`config.mk`:
```
export PLATFORM = sky130hd
export DESIGN_NAME = position_servo_pid_loop_unit_flat
export DESIGN_NICKNAME = d
export VERILOG_FILES = /design/src/design/psp_pkg.sv /design/src/design/psp_if.sv /design/src/design/psp_avg_ram.sv /design/src/design/position_servo_pid_loop_unit.sv /design/src/flat_wrapper.sv
export SDC_FILE = /design/constraint.sdc
export NUM_CORES = 2
export LEC_CHECK = 0
export BUFFER_PORTS_ARGS = -buffer_cell sky130_fd_sc_hd__buf_2
export CORE_AREA = 2 2 369 371
export DETAILED_ROUTE_END_ITERATION = 16
export DIE_AREA = 0 0 371 373
export GPL_ROUTABILITY_DRIVEN = 0
export PLACE_DENSITY = 0.58
export SETUP_SLACK_MARGIN = 0.15
export SYNTH_ARGS = -nofsm -noshare
export SYNTH_HDL_FRONTEND = slang
export SYNTH_HIERARCHICAL = 1
export SYNTH_SLANG_ARGS = --single-unit
```
`constraint.sdc`:
```
create_clock -name clk -period 18.82 [get_ports clk]
set_input_delay 5.646 -clock clk [delete_from_list [all_inputs] [get_ports clk]]
set_output_delay 5.646 -clock clk [all_outputs]
set_load 0.01 [all_outputs]
```
`src/design/psp_pkg.sv`:
```
package psp_pkg;
  localparam int AvgTaps   = 32;
  localparam int AvgBits   = 5;
  localparam int MedTaps   = 7;
  localparam int MedBits   = 3;
  localparam int Lag       = 3;
  localparam int DriveLim  = 1000;

  localparam logic [2:0] REG_KP     = 3'd0;
  localparam logic [2:0] REG_KI     = 3'd1;
  localparam logic [2:0] REG_KD     = 3'd2;
  localparam logic [2:0] REG_OFFSET = 3'd3;
  localparam logic [2:0] REG_RUN    = 3'd4;

  typedef struct packed {
    logic [9:0] command_sample;
    logic [9:0] feedback_sample;
  } in_item_t;

  typedef struct packed {
    logic [9:0] duty;
    logic       direction;
    logic       saturated;
  } out_item_t;

  typedef struct packed {
    logic [2:0]  index;
    logic [15:0] data;
  } cfg_item_t;
endpackage

```
`src/design/psp_if.sv`:
```
interface psp_in_if (input logic clk);
  logic valid;
  logic ready;
  psp_pkg::in_item_t data;
  modport source (output valid, output data, input ready);
  modport sink (input valid, input data, output ready);
endinterface

interface psp_out_if (input logic clk);
  logic valid;
  logic ready;
  psp_pkg::out_item_t data;
  modport source (output valid, output data, input ready);
  modport sink (input valid, input data, output ready);
endinterface

interface psp_cfg_if (input logic clk);
  logic valid;
  logic ready;
  psp_pkg::cfg_item_t data;
  modport source (output valid, output data, input ready);
  modport sink (input valid, input data, output ready);
endinterface

```
`src/design/psp_avg_ram.sv`:
```
module psp_avg_ram (
  input  logic       clk,
  input  logic       we,
  input  logic [4:0] waddr,
  input  logic [9:0] wdata,
  input  logic [4:0] raddr,
  output logic [9:0] rdata
);
  logic [9:0] mem [psp_pkg::AvgTaps];

  always_ff @(posedge clk) begin
    if (we) mem[waddr] <= wdata;
    rdata <= mem[raddr];
  end
endmodule

```
`src/design/position_servo_pid_loop_unit.sv`:
```
// Position servo PID loop. One tick (command and feedback sample) is taken per
// transfer and yields at most one result. A running tick passes through the
// command window memory read, the average update, a median selection pass over
// the 7-entry feedback window that stops at the selected element, then the
// error, three multiplies through one shared 33x16 multiplier and the scaling.
// The next tick is accepted only after the result has been taken. The first 31
// running ticks after reset only fill the command average window (no result);
// window entries read before they are first written count as zero, so no
// clearing pass is needed. Halted ticks (run register 0) answer duty 0 at once
// without touching state. Configuration writes are taken only while the block
// is idle.
module position_servo_pid_loop_unit (
  input logic clk,
  input logic rst_n,
  psp_in_if.sink    in_ch,
  psp_out_if.source out_ch,
  psp_cfg_if.sink   cfg_ch
);
  localparam logic [3:0] S_IDLE = 4'd0;
  localparam logic [3:0] S_RD   = 4'd1;
  localparam logic [3:0] S_AVG  = 4'd2;
  localparam logic [3:0] S_MED  = 4'd3;
  localparam logic [3:0] S_ERR  = 4'd4;
  localparam logic [3:0] S_M0   = 4'd5;
  localparam logic [3:0] S_M1   = 4'd6;
  localparam logic [3:0] S_M2   = 4'd7;
  localparam logic [3:0] S_SCL  = 4'd8;
  localparam logic [3:0] S_OUT  = 4'd9;
  localparam logic [3:0] S_RES  = 4'd10;

  logic [3:0] state_r;
  logic signed [15:0] kp_r, ki_r, kd_r;
  logic [9:0] off_r;
  logic run_r;

  logic [9:0] cmd_r, fb_r;
  logic [14:0] sum_r;
  logic [4:0] apos_r;
  logic warm_r;
  logic [9:0] medw_r [psp_pkg::MedTaps];
  logic [2:0] mpos_r;
  logic signed [31:0] isum_r;
  logic signed [10:0] hist_r [psp_pkg::Lag];
  logic [1:0] hpos_r;
  logic sat_r, dir_r;

  logic [9:0] avg_r;
  logic [9:0] med_r;
  logic [2:0] mi_r;
  logic signed [10:0] err_r;
  logic signed [49:0] acc_r;
  logic signed [32:0] ma_r;
  logic signed [15:0] mb_r;
  logic signed [48:0] prod_r;

  logic out_v_r;
  psp_pkg::out_item_t out_d_r;

  logic [9:0] ram_rd;
  logic [9:0] old_cmd;
  logic ram_we;

  psp_avg_ram u_ram (
    .clk(clk), .we(ram_we), .waddr(apos_r), .wdata(cmd_r),
    .raddr(apos_r), .rdata(ram_rd)
  );

  assign in_ch.ready  = (state_r == S_IDLE) && !out_v_r && !cfg_ch.valid;
  assign cfg_ch.ready = (state_r == S_IDLE);
  assign out_ch.valid = out_v_r;
  assign out_ch.data  = out_d_r;
  assign ram_we = (state_r == S_AVG);
  // entries read during warm-up have never been written and count as zero
  assign old_cmd = warm_r ? ram_rd : '0;

  // median rank: element whose count of smaller (ties broken by index) is 3
  logic [9:0] cand;
  logic [2:0] rank;
  always_comb begin
    cand = medw_r[mi_r];
    rank = '0;
    for (int k = 0; k < psp_pkg::MedTaps; k++) begin
      if ((medw_r[k] < cand) || ((medw_r[k] == cand) && (3'(k) < mi_r)))
        rank = rank + 3'd1;
    end
  end

  // scaled correction with truncation toward zero
  logic signed [49:0] q;
  logic signed [49:0] drv;
  logic sat_n;
  logic signed [11:0] corr;
  always_comb begin
    q = (acc_r < 0) ? -((-acc_r) >>> 8) : (acc_r >>> 8);
    sat_n = 1'b1;
    if (q > 50'sd1000) corr = 12'sd1000;
    else if (q < -50'sd1000) corr = -12'sd1000;
    else begin
      corr = 12'(q);
      sat_n = 1'b0;
    end
    drv = (corr < 0) ? 50'(corr) - 50'(off_r) : 50'(corr) + 50'(off_r);
  end

  logic signed [32:0] isum_new;
  assign isum_new = 33'(isum_r) + 33'(err_r);

  always_ff @(posedge clk) begin
    if (!rst_n) begin
      state_r <= S_IDLE;
      kp_r <= 16'sd2000; ki_r <= 16'sd20; kd_r <= 16'sd6000;
      off_r <= 10'd30; run_r <= 1'b1;
      sum_r <= '0; apos_r <= '0; warm_r <= 1'b0; mpos_r <= '0;
      isum_r <= '0; hpos_r <= '0; sat_r <= 1'b0; dir_r <= 1'b0;
      out_v_r <= 1'b0;
      for (int k = 0; k < psp_pkg::MedTaps; k++) medw_r[k] <= '0;
      for (int k = 0; k < psp_pkg::Lag; k++) hist_r[k] <= '0;
    end else begin
      if (out_v_r && out_ch.ready) out_v_r <= 1'b0;
      if (cfg_ch.valid && cfg_ch.ready) begin
        unique case (cfg_ch.data.index)
          psp_pkg::REG_KP:     kp_r <= cfg_ch.data.data;
          psp_pkg::REG_KI:     ki_r <= cfg_ch.data.data;
          psp_pkg::REG_KD:     kd_r <= cfg_ch.data.data;
          psp_pkg::REG_OFFSET: off_r <= cfg_ch.data.data[9:0];
          psp_pkg::REG_RUN:    run_r <= cfg_ch.data.data[0];
          default: ;
        endcase
      end
      prod_r <= ma_r * mb_r;
      unique case (state_r)
        S_IDLE: if (in_ch.valid && in_ch.ready) begin
          cmd_r <= in_ch.data.command_sample;
          fb_r  <= in_ch.data.feedback_sample;
          if (!run_r) begin
            out_v_r <= 1'b1;
            out_d_r <= '{duty: '0, direction: dir_r, saturated: sat_r};
          end else state_r <= S_RD;
        end
        S_RD: state_r <= S_AVG;
        S_AVG: begin
          sum_r <= 15'(sum_r - 15'(old_cmd) + 15'(cmd_r));
          avg_r <= 10'((sum_r - 15'(old_cmd) + 15'(cmd_r)) >> 5);
          apos_r <= apos_r + 5'd1;
          mpos_r <= (mpos_r == 3'(psp_pkg::MedTaps - 1)) ? '0 : mpos_r + 3'd1;
          if (warm_r || apos_r == 5'(psp_pkg::AvgTaps - 1)) begin
            warm_r <= 1'b1;
            medw_r[mpos_r] <= fb_r;
            mi_r <= '0;
            state_r <= S_MED;
          end else state_r <= S_IDLE;
        end
        S_MED: begin
          if (rank == 3'((psp_pkg::MedTaps - 1) / 2)) begin
            med_r <= cand;
            state_r <= S_ERR;
          end
          mi_r <= mi_r + 3'd1;
        end
        S_ERR: begin
          err_r <= 11'(med_r) - 11'(avg_r);
          state_r <= S_M0;
        end
        S_M0: begin
          if (!sat_r) begin
            if (isum_new > 33'sh07FFFFFFF) isum_r <= 32'sh7FFFFFFF;
            else if (isum_new < -33'sh080000000) isum_r <= 32'sh80000000;
            else isum_r <= 32'(isum_new);
          end
          hist_r[hpos_r] <= err_r;
          hpos_r <= (hpos_r == 2'(psp_pkg::Lag - 1)) ? '0 : hpos_r + 2'd1;
          ma_r <= 33'(err_r) - 33'(hist_r[hpos_r]);
          mb_r <= kd_r;
          acc_r <= '0;
          state_r <= S_M1;
        end
        S_M1: begin
          ma_r <= 33'(err_r);
          mb_r <= kp_r;
          state_r <= S_M2;
        end
        S_M2: begin
          acc_r <= acc_r + 50'(prod_r);
          ma_r <= 33'(isum_r);
          mb_r <= ki_r;
          state_r <= S_SCL;
        end
        S_SCL: begin
          acc_r <= acc_r + 50'(prod_r);
          state_r <= S_OUT;
        end
        S_OUT: begin
          if (!out_v_r) begin
            // last product lands here
            acc_r <= acc_r + 50'(prod_r);
            state_r <= S_RES;
          end
        end
        S_RES: begin
          sat_r <= sat_n;
          dir_r <= drv < 0;
          out_v_r <= 1'b1;
          out_d_r <= '{duty: ((drv < 0 ? -drv : drv) > 50'sd1000) ? 10'd1000 :
                       10'(drv < 0 ? -drv : drv),
                       direction: drv < 0, saturated: sat_n};
          state_r <= S_IDLE;
        end
        default: state_r <= S_IDLE;
      endcase
    end
  end

`ifndef SYNTHESIS
  a_duty: assert property (@(posedge clk) disable iff (!rst_n)
    out_v_r |-> out_d_r.duty <= 10'd1000) else $error("duty over limit");
  a_busy: assert property (@(posedge clk) disable iff (!rst_n)
    state_r != S_IDLE |-> !in_ch.ready) else $error("ready while busy");
  a_hold: assert property (@(posedge clk) disable iff (!rst_n)
    out_v_r && !out_ch.ready |=> out_v_r) else $error("result dropped");
`endif
endmodule

```
`src/flat_wrapper.sv`:
```
// flat-port wrapper written by rule: the top's interface ports become plain ports
module position_servo_pid_loop_unit_flat 
  (clk, rst_n, in_ch_valid, in_ch_data, in_ch_ready, out_ch_valid, out_ch_data, out_ch_ready, cfg_ch_valid, cfg_ch_data, cfg_ch_ready);
  psp_in_if in_ch_i (.clk(clk));
  psp_out_if out_ch_i (.clk(clk));
  psp_cfg_if cfg_ch_i (.clk(clk));
  input logic clk;
  input logic rst_n;
  input wire logic [$bits(in_ch_i.valid)-1:0] in_ch_valid;
  input wire logic [$bits(in_ch_i.data)-1:0] in_ch_data;
  output wire logic [$bits(in_ch_i.ready)-1:0] in_ch_ready;
  output wire logic [$bits(out_ch_i.valid)-1:0] out_ch_valid;
  output wire logic [$bits(out_ch_i.data)-1:0] out_ch_data;
  input wire logic [$bits(out_ch_i.ready)-1:0] out_ch_ready;
  input wire logic [$bits(cfg_ch_i.valid)-1:0] cfg_ch_valid;
  input wire logic [$bits(cfg_ch_i.data)-1:0] cfg_ch_data;
  output wire logic [$bits(cfg_ch_i.ready)-1:0] cfg_ch_ready;
  assign in_ch_i.valid = in_ch_valid;
  assign in_ch_i.data = in_ch_data;
  assign in_ch_ready = in_ch_i.ready;
  assign out_ch_valid = out_ch_i.valid;
  assign out_ch_data = out_ch_i.data;
  assign out_ch_i.ready = out_ch_ready;
  assign cfg_ch_i.valid = cfg_ch_valid;
  assign cfg_ch_i.data = cfg_ch_data;
  assign cfg_ch_ready = cfg_ch_i.ready;
  position_servo_pid_loop_unit u_core (.clk(clk), .rst_n(rst_n), .in_ch(in_ch_i), .out_ch(out_ch_i), .cfg_ch(cfg_ch_i));
endmodule
```
# Word level (Yosys, flattened, before mapping)
# Memories as Yosys holds them, arrays and structs flattened. A register that Yosys moved wholly into a read port is not among the register bits.
# Cells that the tools add are included.
# word_totals
reg_bits	338
ramBits	423
inputBits	44
out_inout_bits	15
n_memories	3
# mem_list
name	depth	word_bits	read_ports	rd_ports_with_merged_regs	write_ports	line	text
u_core.u_ram.mem	32	10	1	1	1	psp_avg_ram.sv:9	logic [9:0] mem [psp_pkg::AvgTaps];
u_core.medw_r	7	10	8	1	7	position_servo_pid_loop_unit.sv:40	logic [9:0] medw_r [psp_pkg::MedTaps];
u_core.hist_r	3	11	1	1	3	position_servo_pid_loop_unit.sv:43	logic signed [10:0] hist_r [psp_pkg::Lag];
# classes
n_addsub	21
multipliers	1
order_cmp	22
n_eq_ne	31
muxes	58
bitwise	1
n_reduce_logical	47
# ops
op	count
50-bit 2-to-1 mux	4
50-bit one-hot mux with 3 select lines	1
50-bit by 11-bit greater-than comparator with 1-bit output (second input constant)	2
50-bit by 1-bit less-than comparator with 1-bit output (second input constant)	2
50-bit negation	2
33-bit one-hot mux with 3 select lines	1
10-bit == test	7
10-bit less-than comparator	7
32-bit 2-to-1 mux	2
50-bit by 49-bit adder with 50-bit output	1
50-bit by 11-bit less-than comparator with 1-bit output (second input constant)	1
42-bit negation with 50-bit output	1
33-bit by 16-bit multiplier with 49-bit output	1
12-bit 2-to-1 mux	4
16-bit one-hot mux with 3 select lines	1
4-bit one-hot mux with 10 select lines	1
32-bit by 11-bit adder with 33-bit output	1
33-bit by 32-bit greater-than comparator with 1-bit output (second input constant)	1
33-bit by 32-bit less-than comparator with 1-bit output (second input constant)	1
10-bit 2-to-1 mux	3
3-bit 2-to-1 mux	10
12-bit one-hot mux with 2 select lines	1
3-bit by 1-bit adder with 3-bit output (second input constant)	7
2-bit AND reduction	10
43 further kinds	109

# Depth between registers and ports, before layout
# An unclocked memory read counts as a cell.
# depth
depth_word	20
ltp_mapped	34

# By module
# The synthesis kept the hierarchy.
# modules_own_cells
mod	instances	cells_per_inst	area_each_um2	seq_area_each_um2
position_servo_pid_loop_unit	1	5004	46973.8	12602.1
psp_avg_ram	1	733	12993.7	9809.4

# Worst setup path before layout
# Ideal clock, no wire load.
# synth_path
kind	input-to-output
startpoint	in cfg_ch_valid
endpoint	out in_ch_ready
arrival_time_ns	6.031
setup_slack_ns	7.143
stages	1
path_cell_list	nor3_1
# synth_via
elab_chain_cells	2
# synth_lines
element	line	text
from (decl)	flat_wrapper.sv:15	input wire logic [$bits(cfg_ch_i.valid)-1:0] cfg_ch_valid;
1-bit logical NOT	position_servo_pid_loop_unit.sv:68	assign in_ch.ready = (state_r == S_IDLE) && !out_v_r && !cfg_ch.valid;
1-bit logical AND	position_servo_pid_loop_unit.sv:68	
to (decl)	flat_wrapper.sv:11	output wire logic [$bits(in_ch_i.ready)-1:0] in_ch_ready;
# No other way between the ends.

# Worst setup path in the final report
# Same ends and word-level chain as after synthesis.

==> summary by stage <==
Status
The flow ran to the end, and the final reports show no timing, DRC or antenna violations.

Pwr
The total power of the final layout is 3.98 mW. Across the VDD grid, the largest voltage drop is 0.0755 mV. The leakage dissipation is 26.2 nW. In this run the power density over the cells is 61.2 nW/um^2.

Place
The worst slack at placement is 6.96 ns. The estimated wirelength of the detail-placed design is 111000 um. During placement, the flow inserted port buffers numbering 58.

Setup path
The kind of end point of the critical path is a primary output. The worst setup path is launched from an input port. The signal on the critical path passes through buf_2 -> nor3_1 -> buf_2. The critical path contains buffers and inverters numbering 2 combined. The cell type group with the largest total delay on the critical path is buffers and inverters. The highest fanout seen on the critical path is 3.

The worst-path cell with the longest stage delay is sky130_fd_sc_hd__nor3_1. The worst path arrival time is 6.21 ns. The cell seen most often among critical-path stages is sky130_fd_sc_hd__buf_2. The setup path with the least slack is of type input port to primary output. For this run, the slowest stage of the critical path takes 0.26 ns.

The data required time of the critical path is 13.17 ns.

Floorplanning
The die covers 138000 sq um. The height of the chip is 373 um. In this run the core area contains 135 standard-cell rows. The starting density of the core is 44.5%. The die outline width is 371 um. The number of placed I/O pins is 59.

The core box area is 135000 sq um.

Logic synthesis
The average instance in the mapped netlist occupies 10.5 sq um. The area of the mapped netlist is 60000 sq um. For this run, the leading register cell type out of synthesis is sky130_fd_sc_hd__edfxtp_1. The sequential area share after synthesis is 37.4%.

The cell count after synthesis is 5737. The post-synthesis register bit count is 796. Synthesis instantiated 96 different standard cells from the library. The number of synthesized flops with an enable pin is 647. The Yosys step of the flow raised 6 warnings. After synthesis, the share of flip-flops with an asynchronous set or reset is 0%. The net count after synthesis is 6612.

Final layout
In the layout the commonest cells are 681 x sky130_fd_sc_hd__nand2_1, 678 x sky130_fd_sc_hd__inv_1, 647 x sky130_fd_sc_hd__edfxtp_1. Compared with the post-synthesis result, the final layout area differs by 8.52%. Of the cells placed in the final design, the portion with a size suffix greater than 1 is 6.73%. For this run, the post-layout net count is 6582. The number of fill cells is 12362. The most common library cell in the layout ignoring fill and taps is sky130_fd_sc_hd__nand2_1.

Clock network
The cell sitting at the root of the clock tree is a sky130_fd_sc_hd__clkbuf_16. After clock tree synthesis, the flow added hold-fix buffers numbering 0. Once the clock tree was built, the resizer swapped 0 gates to a different size.

The CTS tree is done. The H-tree was split into 3 levels. The clock sink count is 796. In this run the deepest clock path goes through 3 buffers.

The clock buffer count from CTS is 90. The clock insertion delay at the later pin of the skew report is 0.71 ns. After clock tree synthesis, the clock-pin slew on the worst setup and hold paths is 0.06 ns. The number of buffers inserted by post-CTS setup repair is 0.

STA
Setup repair after global routing left no endpoint under its margin. The setup total negative slack is 0 ns. On the final layout, the worst hold slack is 0.451 ns. The count of final hold-check violations came to 0. The number of endpoints failing setup at the final stage is 0. The measured slew at the worst slew-check pin is 1.19 ns. The shortest clock period the worst path allows after layout is 11.86 ns.

The relative max-transition margin is 20.0%. The final worst clock skew is 0.0519 ns. The maximum frequency from static timing analysis is 84.3 MHz. The worst setup margin is 6.96 ns.

The final count of pins violating max slew is 0. After layout, the worst path uses 63.0% of the clock period.

Detailed routing
After detailed routing, the total wire length is 154000 um. The remaining antenna violation count after routing is 0. The number of detailed-routing iterations run before antenna repair is 6.

In the final routed layout, each cell accounts on average for 20.4 um. For this run, design rule violations remaining after detail routing come to 0. The first routing iteration left 3301 violations. The detail-routed via count per cell is 5.54.

The total number of vias is 41957.

Hold path
The worst hold path class is flip-flop to flip-flop.

GRT
The residual overflow from global routing is 0. Entering global routing, the biggest net connects 125 pins. The total routing usage reported by global routing is 22.5%. The global-route wire length before repair is 242000 um. The number of global-route vias before repair came to 41866. The initial antenna violation count was 10.

Job
Across the run, the number of max-cap violations was 0.
-- worst min-delay path: stages (launching register included) --
cell and delay [ns]:
sky130_fd_sc_hd__dfxtp_1 0.31, sky130_fd_sc_hd__nand2_1 0.05, sky130_fd_sc_hd__a21oi_1 0.05
-- flip-flops by register name, indices dropped and copies added (netlist names), 12 cells and up, named ones only --
signal	cells
u_core/hist_r	44
u_core/acc_r	50
u_core/kd_r	16
u_core/ki_r	16
u_core/prod_r	49
u_core/u_ram/mem	320
u_core/medw_r	80
u_core/sum_r	15
u_core/mb_r	16
u_core/ma_r	32
u_core/isum_r	32
u_core/kp_r	16
u_core/out_ch.data	12
-- report_power, final --
group	internal [mW]	leakage, nW	total, mW	switching (mW)
Sequential	1.91	7.26	1.93	0.0143
Combinational	0.0940	17.5	0.231	0.137
Clock	1.07	1.50	1.83	0.759
-- metrics by stage --
| stage | cell area [sq um] | std cells | utilization (%) |
|---|---|---|---|
| floorplan | 60000 | 5737 | - |
| finish | 65100 | 7568 | 48.3 |
| detailed placement | 62000 | 7396 | 46.0 |
| CTS | 65100 | 7564 | 48.3 |
| global placement | 62000 | 7396 | 46.0 |
| global route | 65100 | 7565 | 48.3 |
-- per-layer routing --
layer  up-vias  routed length (um)  global-route usage [%]
li1      19672                   -                       -
met1     20980               66300                    30.3
met2      1072               75300                    37.8
met3       225                8630                    3.09
met4         8                3980                    6.32
met5         -                  46                       0
-- cell usage after synthesis, types with 15 or more instances --
library cell,number,area [sq um]
sky130_fd_sc_hd__nand2_1,681,2560
sky130_fd_sc_hd__a31oi_1,40,250
sky130_fd_sc_hd__nand4_1,69,432
sky130_fd_sc_hd__nand2b_1,69,432
sky130_fd_sc_hd__nor2_1,270,1010
sky130_fd_sc_hd__fa_1,506,10100
sky130_fd_sc_hd__or2_2,15,93.8
sky130_fd_sc_hd__o21ai_0,187,936
sky130_fd_sc_hd__buf_1,15,56.3
sky130_fd_sc_hd__nand3_1,105,526
sky130_fd_sc_hd__maj3_1,27,270
sky130_fd_sc_hd__o211ai_1,20,150
sky130_fd_sc_hd__nor4_1,35,219
sky130_fd_sc_hd__o21a_1,35,263
sky130_fd_sc_hd__dfxtp_1,149,2980
sky130_fd_sc_hd__o21bai_1,16,120
sky130_fd_sc_hd__mux4_2,31,698
sky130_fd_sc_hd__and3_1,39,244
sky130_fd_sc_hd__a22o_1,23,201
sky130_fd_sc_hd__mux2i_1,214,2140
sky130_fd_sc_hd__xnor2_1,116,1020
sky130_fd_sc_hd__a21oi_1,302,1510
sky130_fd_sc_hd__xor2_1,83,727
sky130_fd_sc_hd__or3_1,27,169
sky130_fd_sc_hd__clkbuf_1,203,762
sky130_fd_sc_hd__buf_2,20,100
sky130_fd_sc_hd__o31ai_1,21,158
sky130_fd_sc_hd__nor2b_1,35,219
sky130_fd_sc_hd__ha_1,325,4070
sky130_fd_sc_hd__edfxtp_1,647,19400
sky130_fd_sc_hd__and2_1,235,1470
sky130_fd_sc_hd__nor3_1,76,380
sky130_fd_sc_hd__inv_1,679,2550
sky130_fd_sc_hd__a22oi_1,46,345
sky130_fd_sc_hd__a211oi_1,31,233
sky130_fd_sc_hd__a21o_1,99,743
-- path summary, 6_finish.rpt --
check,cells past startpoint,slack (ns),end,start
setup reg to reg,29,9.06,u_core/out_ch.data[3],u_core/acc_r[7]
setup / recovery,3,6.96,in_ch_ready,cfg_ch_valid
hold reg to reg,2,0.45,u_core/ki_r[3],u_core/ki_r[3]
hold / removal,2,0.45,u_core/ki_r[3],u_core/ki_r[3]
-- cell families (layout without fill, tap and decap cells) --
family,after synthesis,after routing,synth area share (%)
XOR/XNOR,201,201,2.98
flip-flops,796,796,37.4
multiplexers,251,251,4.85
adder cells (fa/ha/maj),858,858,24.1
AO/OA/AOI/OAI,932,932,9.85
buffers and inverters,941,987,6.28
AND/OR/NAND/NOR,1758,1758,14.5
other,0,4,0
-- cell type report --
class | count | area [sq um] | share of cell area [%]
antenna | 4 | 10.0 | 0.0154
inverter | 681 | 2560 | 3.93
multi-input combinational | 4000 | 33900 | 52.0
clock inverter | 56 | 706 | 1.08
clock buffer | 112 | 2390 | 3.68
sequential | 796 | 22400 | 34.4
tap | 1781 | 2230 | 3.42
timing repair buffer | 138 | 906 | 1.39
Power figures use the tool's default switching activity.
